$ cat src/hw/rtl/bst_pkg.sv
// Shared widths, opcodes and status codes of the bounded set table.
`timescale 1ns / 1ps

package bst_pkg;

  localparam int OP_W = 2;
  localparam int VALUE_W = 32;
  localparam int COUNT_W = 5;
  localparam int STATUS_W = 2;
  localparam int OUT_DATA_W = 8;

  localparam logic [OP_W-1:0] OP_INSERT = 2'd0;
  localparam logic [OP_W-1:0] OP_REMOVE = 2'd1;
  localparam logic [OP_W-1:0] OP_QUERY = 2'd2;

  localparam logic [STATUS_W-1:0] ST_OK = 2'd0;
  localparam logic [STATUS_W-1:0] ST_FULL = 2'd1;
  localparam logic [STATUS_W-1:0] ST_MISSING = 2'd2;

endpackage

$ cat src/hw/rtl/bst_mem.sv
// Entry store of the set table: one write port and one registered read port.
`timescale 1ns / 1ps

module bst_mem #(
  parameter int DEPTH = 16,
  parameter int AW = 4
) (
  input  logic                        clk,
  input  logic                        we,
  input  logic [AW-1:0]               waddr,
  input  logic [bst_pkg::VALUE_W-1:0] wdata,
  input  logic                        re,
  input  logic [AW-1:0]               raddr,
  output logic [bst_pkg::VALUE_W-1:0] rdata
);
  import bst_pkg::*;

  logic [VALUE_W-1:0] mem [DEPTH];

  always_ff @(posedge clk) begin
    if (we) begin
      mem[waddr] <= wdata;
    end
  end

  always_ff @(posedge clk) begin
    if (re) begin
      rdata <= mem[raddr];
    end
  end

endmodule

$ cat src/hw/rtl/bounded_set_table_unit.sv
// Top level of the bounded set table: sequencer, compare unit and result register.
`timescale 1ns / 1ps

// Bounded set table. Holds up to CAPACITY signed 32-bit values packed in slots
// 0 .. count-1. Each input word carries an opcode in s_tuser (insert, remove,
// query; the unused code acts as a query) and a value in s_tdata, and yields
// exactly one result word: found, count after the operation, and status. The
// block takes one word at a time, accepting it in the idle state. A single
// equality comparator walks the stored entries one per cycle through the read
// port of the entry memory. Insert and query then finish without further
// memory reads. A remove that hits compacts the table by moving each later
// entry down one slot, one move per cycle on the same memory ports. The result
// waits in an output register, so a new word is taken while the previous
// result is still pending. No clearing pass is needed after reset.
module bounded_set_table_unit #(
  parameter int CAPACITY = 16
) (
  input  logic                           clk,
  input  logic                           rst,
  input  logic                           s_tvalid,
  output logic                           s_tready,
  input  logic [bst_pkg::VALUE_W-1:0]    s_tdata,  // [31:0] value
  input  logic [bst_pkg::OP_W-1:0]       s_tuser,  // [1:0] opcode
  output logic                           m_tvalid,
  input  logic                           m_tready,
  output logic [bst_pkg::OUT_DATA_W-1:0] m_tdata   // [0] found, [5:1] count, [7:6] status
);
  import bst_pkg::*;

  localparam int CW = $clog2(CAPACITY + 1);
  localparam int AW = (CAPACITY > 1) ? $clog2(CAPACITY) : 1;

  typedef enum logic [2:0] {
    S_IDLE,
    S_SEARCH,
    S_DECIDE,
    S_SHIFT,
    S_FINISH
  } state_t;

  state_t              state;
  logic [OP_W-1:0]     op;
  logic [VALUE_W-1:0]  value;
  logic [CW-1:0]       entry_count;
  logic [CW-1:0]       rd_idx;
  logic [CW-1:0]       cmp_idx;
  logic                cmp_vld;
  logic [CW-1:0]       pos;
  logic                hit;
  logic [AW-1:0]       wr_idx;
  logic [STATUS_W-1:0] res_status;

  logic                mem_we;
  logic [AW-1:0]       mem_waddr;
  logic [VALUE_W-1:0]  mem_wdata;
  logic                mem_re;
  logic [VALUE_W-1:0]  mem_rdata;
  logic                match;
  logic                more;
  logic [CW+4:0]       count_ext;

  bst_mem #(
    .DEPTH (CAPACITY),
    .AW    (AW)
  ) u_mem (
    .clk   (clk),
    .we    (mem_we),
    .waddr (mem_waddr),
    .wdata (mem_wdata),
    .re    (mem_re),
    .raddr (rd_idx[AW-1:0]),
    .rdata (mem_rdata)
  );

  assign s_tready = (state == S_IDLE);
  assign match = cmp_vld && (mem_rdata == value);
  assign more = (rd_idx < entry_count);
  assign mem_re = ((state == S_SEARCH) || (state == S_SHIFT)) && more;

  always_comb begin
    mem_we = 1'b0;
    mem_waddr = wr_idx;
    mem_wdata = mem_rdata;
    if (state == S_DECIDE && op == OP_INSERT && entry_count < CW'(CAPACITY)) begin
      mem_we = 1'b1;
      mem_waddr = entry_count[AW-1:0];
      mem_wdata = value;
    end else if (state == S_SHIFT && cmp_vld) begin
      mem_we = 1'b1;
    end
  end

  always_ff @(posedge clk) begin
    if (rst) begin
      state <= S_IDLE;
      entry_count <= '0;
      m_tvalid <= 1'b0;
      cmp_vld <= 1'b0;
    end else begin
      if (m_tvalid && m_tready && state != S_FINISH) begin
        m_tvalid <= 1'b0;
      end
      case (state)
        S_IDLE: begin
          if (s_tvalid) begin
            op <= s_tuser;
            value <= s_tdata;
            rd_idx <= '0;
            cmp_vld <= 1'b0;
            hit <= 1'b0;
            state <= S_SEARCH;
          end
        end
        S_SEARCH: begin
          // Reads run one entry ahead of the comparator.
          if (match) begin
            hit <= 1'b1;
            pos <= cmp_idx;
            cmp_vld <= 1'b0;
            state <= S_DECIDE;
          end else if (!more && !cmp_vld) begin
            state <= S_DECIDE;
          end else begin
            cmp_vld <= more;
            cmp_idx <= rd_idx;
            if (more) begin
              rd_idx <= rd_idx + CW'(1);
            end
          end
        end
        S_DECIDE: begin
          case (op)
            OP_INSERT: begin
              state <= S_FINISH;
              if (entry_count < CW'(CAPACITY)) begin
                entry_count <= entry_count + CW'(1);
                res_status <= ST_OK;
              end else begin
                res_status <= ST_FULL;
              end
            end
            OP_REMOVE: begin
              if (hit) begin
                res_status <= ST_OK;
                rd_idx <= pos + CW'(1);
                wr_idx <= pos[AW-1:0];
                cmp_vld <= 1'b0;
                state <= S_SHIFT;
              end else begin
                res_status <= ST_MISSING;
                state <= S_FINISH;
              end
            end
            default: begin
              res_status <= ST_OK;
              state <= S_FINISH;
            end
          endcase
        end
        S_SHIFT: begin
          // Each entry read one cycle is written one slot lower the next.
          if (cmp_vld) begin
            wr_idx <= wr_idx + AW'(1);
          end
          if (!more && !cmp_vld) begin
            entry_count <= entry_count - CW'(1);
            state <= S_FINISH;
          end else begin
            cmp_vld <= more;
            if (more) begin
              rd_idx <= rd_idx + CW'(1);
            end
          end
        end
        S_FINISH: begin
          if (!m_tvalid || m_tready) begin
            m_tvalid <= 1'b1;
            m_tdata <= {res_status, count_ext[COUNT_W-1:0], hit};
            state <= S_IDLE;
          end
        end
        default: begin
          state <= S_IDLE;
        end
      endcase
    end
  end

  assign count_ext = {5'd0, entry_count};

`ifndef NO_ASSERTIONS
  a_count_bound: assert property (@(posedge clk) disable iff (rst)
    entry_count <= CW'(CAPACITY))
    else $error("entry count exceeds capacity");

  a_idle_count_stable: assert property (@(posedge clk) disable iff (rst)
    state == S_IDLE |=> $stable(entry_count))
    else $error("entry count changed while idle");

  a_full_status: assert property (@(posedge clk) disable iff (rst)
    (state == S_FINISH && res_status == ST_FULL) |-> entry_count == CW'(CAPACITY))
    else $error("full status with room left");

  a_shift_in_range: assert property (@(posedge clk) disable iff (rst)
    (state == S_SHIFT && mem_we) |-> ({1'b0, wr_idx} + (AW+1)'(1)) < (AW+1)'(entry_count))
    else $error("compaction write beyond the last entry");
`endif

endmodule

$ cat config.mk
export PLATFORM = sky130hd
export DESIGN_NAME = bounded_set_table_unit
export DESIGN_NICKNAME = d
export VERILOG_FILES = /design/src/hw/rtl/bst_pkg.sv /design/src/hw/rtl/bst_mem.sv /design/src/hw/rtl/bounded_set_table_unit.sv
export SDC_FILE = /design/constraint.sdc
export NUM_CORES = 1
export LEC_CHECK = 0
export ABC_AREA = 1
export BUFFER_PORTS_ARGS = -buffer_cell sky130_fd_sc_hd__buf_4
export CELL_PAD_IN_SITES_DETAIL_PLACEMENT = 1
export CELL_PAD_IN_SITES_GLOBAL_PLACEMENT = 1
export CORE_MARGIN = 8
export CORE_UTILIZATION = 56
export CTS_CLUSTER_SIZE = 14
export DETAILED_ROUTE_END_ITERATION = 8
export PLACE_DENSITY_LB_ADDON = 0.2
export REMOVE_ABC_BUFFERS = 1
export SYNTH_ARGS = -nofsm -noshare
export SYNTH_HDL_FRONTEND = slang
export SYNTH_SLANG_ARGS = --single-unit
$ cat constraint.sdc
create_clock -name clk -period 8.8 [get_ports clk]
set_input_delay 0 -clock clk [delete_from_list [all_inputs] [get_ports clk]]
set_output_delay 0 -clock clk [all_outputs]
set_load 0.05 [all_outputs]
==> results of run 1 <==
-- layout by cell type (no fill, tap or decap), types with 11 or more instances in the layout --
cell type,n
clkbuf_1,16
nor2_4,18
dlygate4sd3_1,36
clkinv_2,13
xnor2_1,11
nand3_1,59
inv_1,72
a21oi_1,22
buf_4,86
o21ai_1,20
edfxtp_1,608
o21ai_0,272
o211ai_1,19
clkinv_1,11
nand2_1,148
clkbuf_16,69
o221ai_1,110
nor2_1,295
o22ai_1,23
-- per-stage QoR --
step	power, mW	hold WS, ns	area (µm²)	utilization, %
after floorplan	5.17	0.0691	24200	-
after CTS	8.85	0.00363	28200	64.3
after global placement	5.88	0.178	25700	58.6
after global routing	9.18	0.0314	28300	64.3
final	8.84	0.0261	28300	64.3
after detailed placement	6.04	0.180	25700	58.6
-- where the power goes --
group          switching (mW)  total [mW]  internal [mW]
Clock                    1.12        2.79           1.67
Sequential             0.0817        3.68           3.60
Combinational            1.75        2.36          0.613
-- how the worst max path moves through the flow --
stage               startpoint                end  cells after the start
CTS                   state[2]  u_mem.mem[13][12]                      8
floorplan            rd_idx[0]     u_mem.rdata[0]                      5
detailed placement   rd_idx[0]    u_mem.rdata[22]                      7
finish               rd_idx[0]    u_mem.rdata[12]                      7
global placement         op[0]  u_mem.mem[13][20]                      8
global route         rd_idx[0]    u_mem.rdata[18]                      7
-- critical path: stages, from the launching register on --
cell and delay (ns):
edfxtp_1 0.32, buf_4 0.53, buf_4 0.91, buf_4 0.90
o21ai_0 0.27, o221ai_1 0.33, nand3_1 0.14, nand2_1 0.09
-- flip-flops by register name (all words and copies together), names as in the netlist, 4 cells and up --
register and cells:
u_mem.rdata 32, m_tdata 8, cmp_idx 5, pos 5, u_mem.mem 512, rd_idx 5, entry_count 5, value 32
wr_idx 4
-- routing by layer --
metal | up-vias | track usage, % | routed length (µm)
met4 | 0 | 12.8 | 2690
met2 | 692 | 49.1 | 36500
met3 | 168 | 3.65 | 4420
met1 | 8564 | 34.7 | 27800
met5 | - | 0 | 0
li1 | 7068 | - | -
-- final cells by class --
cell class	instances	area, µm²	share of cell area [%]
Tap cell	592	741	2.62
Clock inverter	33	364	1.29
Sequential cell	618	18500	65.3
Clock buffer	85	1790	6.32
Timing Repair Buffer	124	1040	3.67
Multi-Input combinational cell	1047	5570	19.7
Inverter	81	310	1.10
-- timing repair --
action / in CTS / in global routing
hold buffers: 36 / 0
endpoints found under the hold margin: 68 / 0
setup buffers: 0 / 0
endpoints found under the setup margin: 0 / 0
-- logic make-up (layout without fill, tap and decap cells) --
family,count (synthesis),count (layout)
DFF,618,618
and+or+nand+nor,540,540
AOI/OAI and AO/OA,473,473
buffers and inverters,195,323
xor gates and xnor gates,14,14
adders and majority gates,10,10
muxes,10,10
==> key figures, run 1 <==
Outcome
  – Status: complete, no violations

Min path
  – HP Class: in2reg
  – Hold EP: hit
  – WHS Path Cells: 5
  – Hold_sp: s_tvalid

Routing
  – First-pass iteration count of the detailed router: 5
  – Initial DRC count: 1612
  – Via density: 6.39
  – Routed via count: 16500
  – WL/cell: 27.7 µm
  – Antenna violation net count after detailed routing: 0
  – Final wirelength: 71400 µm
  – DRC Markers: 0

Clock tree
  – Worst-path clk slew: 0.06 ns
  – CTS Buffer Depth: 3
  – CTS Buf Count: 66
  – Clock root buffer: clkbuf_16
  – CTS tree: yes
  – Clk_lat worst skew: 0.60 ns
  – Post-CTS sizing: 0
  – H-Tree Depth: 3
  – Sink Count: 618

Synthesis
  – Synth Area in XOR/XNOR: 0.496%
  – Post-Syn Area: 24700 µm²
  – Post-synthesis sequential area ratio: 74.6%
  – Fraction of the mapped netlist area in simple logic gates: 8.83%
  – Multiplexer area fraction after synthesis: 0.450%
  – Yosys top cell by area: edfxtp_1
  – Post-synth top cells: 608 x edfxtp_1, 312 x nor2_1, 272 x o21ai_0
  – Fraction of synthesis flops using an asynchronous set or reset pin: 0%
  – Compound-Gate Fraction of Synth Area: 11.6%
  – Top FF cell, synth: edfxtp_1
  – Most numerous cell in the Yosys netlist: edfxtp_1
  – Post-synth top area share: 73.8%
  – EDFF count, synth: 608
  – Avg Cell Area, Syn: 13.3 µm²
  – Synth Area in Adders: 0.536%
  – Cells after Synth: 1860
  – Syn. warnings: 0
  – Synth top area cells: edfxtp_1 74%, o21ai_0 5.5%, nor2_1 4.7%, o221ai_1 3.9%, nand2_1 2.2%
  – Seq cells post-synth: 618
  – Cell variety after synth: 39
  – Largest family of logic cells by synthesized area: compound AO/OA/AOI/OAI gates

Power
  – Peak supply drop: 0.000253 V
  – LEAKAGE: 9.52 nW
  – Pwr/cell area: 313 nW/µm²

Timing
  – Crit share post-route: 42.6%
  – Setup_tns: 0 ns
  – Max_slew headroom: 16.2%
  – Setup Viol. Count Final: 0
  – Min Tclk post-route: 3.75 ns
  – Worst-margin pin slew: 1.26 ns
  – Setup WS post-layout: 5.05 ns
  – RSZ-0062 raised after global routing: no
  – Clk_skew: 0.0298 ns
  – Hold Vio Cnt, Final: 0
  – Max-slew violations: 0
  – F_max: 267 MHz

Layout
  – P&R area growth vs syn: 14.3%
  – Share of cells above drive strength 1: 11.7%
  – Fin cells: 2580
  – Nets@finish: 1986
  – # diodes: 0
  – Filler cell count: 4127

Worst setup path
  – Crit end category: flip-flop
  – RR Startpoint: rd_idx[0]
  – Max Fanout on Critical Path: 102
  – R2r setup slk: 5.05 ns
  – Setup crit start kind: flip-flop
  – FF-to-FF path depth: 7
  – Arr. time, crit path: 4.20 ns
  – Req. time, crit path: 9.25 ns
  – RR Endpoint: u_mem.rdata[12]
  – Critical path class: reg2reg

Place
  – I/O Buffers: 47
  – RePlAce Congestion: 0.788
  – Hpwl dp: 38500 µm
  – Dpl cells: 2424
  – Pre-CTS setup slack: 5.19 ns

Floorplanning
  – Core region area: 43900 µm²
  – Rows: 77
  – IO Pins: 48
  – Initial core utilization: 56.3%
  – Die width: 226 µm
  – Die area: 51200 µm²
  – Die Y: 226 µm

Global routing
  – GRT Util Overall: 28.1%
  – Global route overflow: 0
  – Initial antenna violation count: 0
  – First-pass GRT wire length: 108000 µm
  – Vias in the first global route: 17900
  – Pin count of the biggest net entering global routing: 177

Run
  – Max-Cap Viols: 0
(Power assumes the default switching activity.)
==> inputs of run 2 (changes only) <==
- CORE_UTILIZATION: 56 -> 47
- clock period: 8.8 -> 3.2 ns (I/O delays scaled with it)
==> run 2 against run 1 <==
Compared with the run above: cell count increased by 5.1%; critical path depth is the same; setup slack lost 4.7 ns; clock power grew to 2.7 times the previous value; core utilization shrank 9.4 points; non-clock buffer count rose by 38; count of clock-buffer cells in the layout rose by 5; worst hold slack better by 0.096 ns; register-to-register slack got worse by 4.7 ns; highest routed layer unchanged.
==> key figures, run 2 (synthesis gave the netlist of run 1 again) <==
Outcome
  – Status: complete, no violations

Layout
  – Most flops, register: u_mem.mem
  – Nets@finish: 2025
  – Reg area: 18500 µm²
  – Fin cells: 2711
  – Most common cell after layout, fill and taps aside: edfxtp_1
  – P&R area growth vs syn: 16.3%
  – Util after Layout: 55.0%
  – Commonest cells after routing, fill and taps aside: 608 x edfxtp_1, 295 x nor2_1, 272 x o21ai_0
  – Area of the multi-input gates: 5570 µm²
  – Filler cell count: 5107
  – Largest regs: u_mem.mem x512, u_mem.rdata x32, value x32
  – Max FFs per register: 512
  – # diodes: 0
  – Share of cells above drive strength 1: 13.1%

Timing
  – Clk_skew: 0.0236 ns
  – Min Tclk post-route: 2.81 ns
  – Worst-margin pin slew: 1.13 ns
  – Setup WS post-layout: 0.386 ns
  – Setup Viol. Count Final: 0
  – Max-slew violations: 0
  – RSZ-0062 raised after global routing: no
  – F_max: 355 MHz
  – Hold Vio Cnt, Final: 0
  – Setup_tns: 0 ns
  – Max_slew headroom: 24.1%
  – Crit share post-route: 87.9%

Worst setup path
  – Buf/Inv on CP: 1
  – RR Endpoint: u_mem.mem[13][22]
  – Worst path cell trace: or2_1 -> nor2_2 -> nand2_4 -> o21ai_2 -> nand3_1 -> nor2_4 -> buf_12
  – Delay-heaviest family, CP: simple AND/OR/NAND/NOR gates
  – Critical path class: reg2reg
  – CP max stage delay: 0.44 ns
  – RR Startpoint: op[0]
  – Setup crit start kind: flip-flop
  – Max Fanout on Critical Path: 25
  – Arr. time, crit path: 3.10 ns
  – FF-to-FF path depth: 7
  – R2r setup slk: 0.39 ns
  – Req. time, crit path: 3.48 ns
  – Slowest-stage cell, CP: nor2_4
  – Crit end category: flip-flop

Routing
  – WL/cell: 26.6 µm
  – Via density: 5.92
  – Routed via count: 16100
  – First-pass iteration count of the detailed router: 4
  – Initial DRC count: 1387
  – Final wirelength: 72000 µm
  – DRC Markers: 0
  – Antenna violation net count after detailed routing: 0

Floorplanning
  – Rows: 84
  – Die area: 60200 µm²
  – Core region area: 52300 µm²
  – Initial core utilization: 47.3%
  – Die Y: 245 µm
  – IO Pins: 48
  – Die width: 245 µm

Clock tree
  – H-Tree Depth: 3
  – Clk_lat worst skew: 0.60 ns
  – Sink Count: 618
  – CTS Buf Count: 67
  – Worst-path clk slew: 0.06 ns
  – CTS tree: yes
  – CTS Buffer Depth: 3
  – Post-CTS setup buffer count: 0
  – Clock root buffer: clkbuf_16

Power
  – LEAKAGE: 9.70 nW
  – Peak supply drop: 0.000516 V
  – Tot Pwr: 24.6 mW
  – Pwr/cell area: 856 nW/µm²

Min path
  – HP Class: in2reg
  – Hold_sp: s_tdata[20]
  – WHS Path Cells: 2
  – Hold EP: value[20]

Place
  – Pre-CTS setup slack: 0.349 ns
  – RePlAce Congestion: 0.800
  – Hpwl dp: 42800 µm
  – I/O Buffers: 47
  – Dpl cells: 2558

Global routing
  – Initial antenna violation count: 0
  – First-pass GRT wire length: 107000 µm
  – Global route overflow: 0
  – GRT Util Overall: 23.7%
  – Vias in the first global route: 17000
  – Pin count of the biggest net entering global routing: 112

Run
  – Max-Cap Viols: 0
==> run 2: changes by cell type in the layout (fill, tap and decap cells not counted), moves of 3 or more <==
| cell | previous run | this run |
|---|---|---|
| clkinv_2 | 13 | 9 |
| buf_12 | 1 | 13 |
| buf_4 | 86 | 111 |
| bufinv_16 | 8 | 5 |
| clkbuf_8 | 0 | 3 |
==> run 2: power by group <==
group	internal, mW	switching (mW)
clock network	4.42	3.13
registers	9.89	0.246
logic	1.90	5.04
==> run 2: layout make-up <==
type                       instances  share of cell area, %
tap                              688                   2.99
clock inverter                    25                  0.879
clock buffer                      90                   6.38
inverter                          81                   1.08
multi-input combinational       1047                   19.4
sequential                       618                   64.2
timing repair buffer             162                   5.12
==> run 2: worst max path at each step <==
stage              start           endpoint  slack, ns  cells past startpoint
6_report           op[0]  u_mem.mem[13][22]       0.39                      7
5_1_grt            op[1]   u_mem.mem[13][4]       0.25                      7
3_3_place_gp       op[0]  u_mem.mem[13][16]       0.45                      7
3_5_place_dp       op[0]   u_mem.mem[13][5]       0.35                      7
2_1_floorplan  rd_idx[0]     u_mem.rdata[0]      -5.01                      5
4_1_cts            op[0]   u_mem.mem[13][4]       0.32                      7
==> run 2: through the flow <==
| step | area [µm²] | hold WS (ns) |
|---|---|---|
| after floorplan | 24200 | 0.0691 |
| after global placement | 26300 | 0.179 |
| after detailed placement | 26300 | 0.180 |
| after CTS | 28800 | 0.0898 |
| after global routing | 28800 | 0.109 |
| final | 28800 | 0.122 |
==> run 2: routing by layer <==
metal	vias to the layer above	track usage, %	routed length [µm]
met5	-	0	0
met4	0	7.84	2310
met3	121	3.26	3340
met2	462	41.0	36100
met1	8331	30.5	30300
li1	7139	-	-
==> run 2: worst reg2reg max path, cell delays in order, from the launching register on <==
cell      delay (ns)
edfxtp_1        0.41
or2_1           0.27
nor2_2          0.17
nand2_4         0.23
o21ai_2         0.32
nand3_1         0.38
nor2_4          0.44
buf_12          0.28
==> run 2: repair_timing <==
item	4_1_cts	5_1_grt
hold buffers	38	0
gates resized for setup	0	0
setup endpoints to repair	0	0
endpoints found under the hold margin	62	0
==> inputs of run 3 (changes only) <==
- CORE_UTILIZATION: 47 -> 46
- SYNTH_HIERARCHICAL: not set -> 1
==> run 3 against run 2 <==
Compared with the run above: setup slack worse by 0.18 ns; cell area is 8.1% higher; worst hold slack worse by 0.0038 ns; register-to-register slack worse by 0.18 ns; synthesized cell count is 40% higher; routed wire length is 8.5% higher; synthesized area is 9.9% higher; highest routed layer unchanged; combinational power is 8.9% higher.
==> key figures, run 3 <==
Floorplanning
  – Rows: 89
  – Core region area: 58700 µm²
  – IO Pins: 48
  – Die Y: 259 µm
  – Die width: 259 µm
  – Die area: 67100 µm²
  – Initial core utilization: 46.3%

Place
  – Hpwl dp: 47400 µm
  – I/O Buffers: 47
  – Pre-CTS setup slack: 0.254 ns
  – RePlAce Congestion: 0.893

Global routing
  – GRT Util Overall: 23.2%
  – First-pass GRT wire length: 118000 µm
  – Global route overflow: 0
  – Initial antenna violation count: 1
  – Pin count of the biggest net entering global routing: 201
  – Vias in the first global route: 19700

Layout
  – Commonest cells after routing, fill and taps aside: 803 x nand2_1, 608 x edfxtp_1, 455 x inv_1
  – Largest regs: u_mem/mem x512, u_mem/rdata x32, value x32
  – # diodes: 0
  – Max FFs per register: 512
  – Most flops, register: u_mem/mem
  – P&R area growth vs syn: 14.4%
  – Util after Layout: 53.0%
  – Share of cells above drive strength 1: 9.09%
  – Nets@finish: 2760
  – Filler cell count: 6211
  – Most common cell after layout, fill and taps aside: nand2_1

Routing
  – WL/cell: 22.1 µm
  – Routed via count: 18600
  – Via density: 5.27
  – DRC Markers: 0
  – First-pass iteration count of the detailed router: 5
  – Final wirelength: 78100 µm
  – Antenna violation net count after detailed routing: 0
  – Initial DRC count: 1324

Power
  – Peak supply drop: 0.000768 V
  – LEAKAGE: 13.1 nW
  – Pwr/cell area: 811 nW/µm²

Clock tree
  – Clock root buffer: clkbuf_16
  – Post-CTS setup buffer count: 0
  – Clk_lat worst skew: 0.61 ns
  – Worst-path clk slew: 0.06 ns
  – CTS tree: yes
  – H-Tree Depth: 3
  – Sink Count: 618
  – CTS Hold Buffers Added: 38
  – CTS Buffer Depth: 3
  – Post-CTS sizing: 0
  – CTS Buf Count: 69

Synthesis
  – Avg Cell Area, Syn: 10.5 µm²
  – Cell variety after synth: 38
  – Cells after Synth: 2599
  – Most numerous cell in the Yosys netlist: nand2_1
  – Yosys top cell by area: edfxtp_1
  – Synth top area cells: edfxtp_1 67%, nand2_1 11%, nand3_1 7.4%, inv_1 6.3%, buf_6 1.2%
  – Post-Syn Area: 27200 µm²
  – EDFF count, synth: 608
  – Post-synthesis sequential area ratio: 67.9%
  – Post-synth top cells: 803 x nand2_1, 608 x edfxtp_1, 457 x inv_1
  – Seq cells post-synth: 618
  – Top FF cell, synth: edfxtp_1
  – Fraction of synthesis flops using an asynchronous set or reset pin: 0%
  – Syn. warnings: 6
  – Post-synth top area share: 67.2%

Timing
  – Clk_skew: 0.0339 ns
  – Min Tclk post-route: 2.99 ns
  – Max_slew headroom: 21.1%
  – Max-slew violations: 0
  – RSZ-0062 raised after global routing: no
  – Worst-margin pin slew: 1.18 ns
  – Crit share post-route: 93.5%
  – Setup Viol. Count Final: 0
  – Hold Vio Cnt, Final: 0
  – Setup WS post-layout: 0.208 ns
  – F_max: 334 MHz

Worst setup path
  – Setup crit start kind: flip-flop
  – CP max stage delay: 0.45 ns
  – Req. time, crit path: 3.43 ns
  – Worst path cell trace: inv_2 -> nor2_4 -> inv_2 -> nor2_8 -> inv_2 -> o21ai_0 -> nand3_1 -> nor2_4 -> buf_4
  – Critical path class: reg2reg
  – Slowest-stage cell, CP: buf_4
  – Crit end category: flip-flop
  – Max Fanout on Critical Path: 23
  – Arr. time, crit path: 3.22 ns
  – Crit path top cell by count: inv_2

Run
  – Max-Cap Viols: 0

Min path
  – HP Class: in2reg

Outcome
  – Status: complete, no violations
## run 3: cell types whose count changed after synthesis, moves of 18 or more
cell,before,now
nand2_1,148,803
o211ai_1,19,1
o22ai_1,23,0
buf_6,8,30
clkbuf_1,70,20
nand3_1,59,402
o21ai_0,272,43
o21ai_1,20,1
inv_1,75,457
nor2_1,312,69
o221ai_1,110,0
## run 3: worst max-delay path, delay by kind of cell, from the launching register on
family                 cells  cell delay, ns
AOI/OAI and AO/OA          1            0.40
buffers and inverters      4            0.80
and+or+nand+nor            4            1.01
DFF                        1            0.40
## run 3: per-layer routing
layer | routed length (µm) | vias up | track usage [%]
met5 | 0 | - | 0
li1 | - | 8658 | -
met1 | 33300 | 9359 | 29.7
met2 | 38800 | 459 | 39.9
met4 | 2500 | 0 | 8.39
met3 | 3520 | 131 | 3.12
## run 3: worst paths after layout
path	from	to	slack (ns)	depth (start not counted)
min	s_tdata[7]	value[7]	0.12	2
max reg2reg	state[0]	u_mem/mem[15][20]	0.21	9
max	state[0]	u_mem/mem[15][20]	0.21	9
min reg2reg	res_status[1]	m_tdata[7]	0.42	0
## run 3: cell families after synthesis
group	after synthesis	share of synthesized area, %
XOR/XNOR	18	0.580
multiplexers	12	0.493
flip-flops	618	67.9
AO/OA/AOI/OAI	66	1.28
AND/OR/NAND/NOR	1299	20.1
buffers and inverters	576	9.12
adder cells (fa/ha/maj)	10	0.488
## run 3: power breakdown
part / switching [mW] / internal, mW
Combinational: 5.56 / 2.01
Clock: 3.14 / 4.30
Sequential: 0.261 / 9.96
## run 3: through the flow
| step | TNS [ns] | instance area (µm²) | std cells | hold WS (ns) | power, mW |
|---|---|---|---|---|---|
| global placement | 0 | 28600 | 3376 | 0.179 | 17.6 |
| detailed placement | 0 | 28600 | 3376 | 0.180 | 17.9 |
| CTS | 0 | 31100 | 3534 | 0.0775 | 25.4 |
| global route | 0 | 31100 | 3534 | 0.104 | 26.4 |
| finish | 0 | 31100 | 3534 | 0.118 | 25.2 |
| floorplan | -503.99 | 26400 | 2487 | 0.0691 | 14.9 |
## run 3: area by class of cell
type,count,area (µm²),area share [%]
sequential,618,18500,59.3
multi-input combinational,1405,6370,20.5
clock buffer,89,1890,6.07
inverter,464,1750,5.62
timing repair buffer,154,1480,4.75
tap,773,967,3.11
clock inverter,31,191,0.615
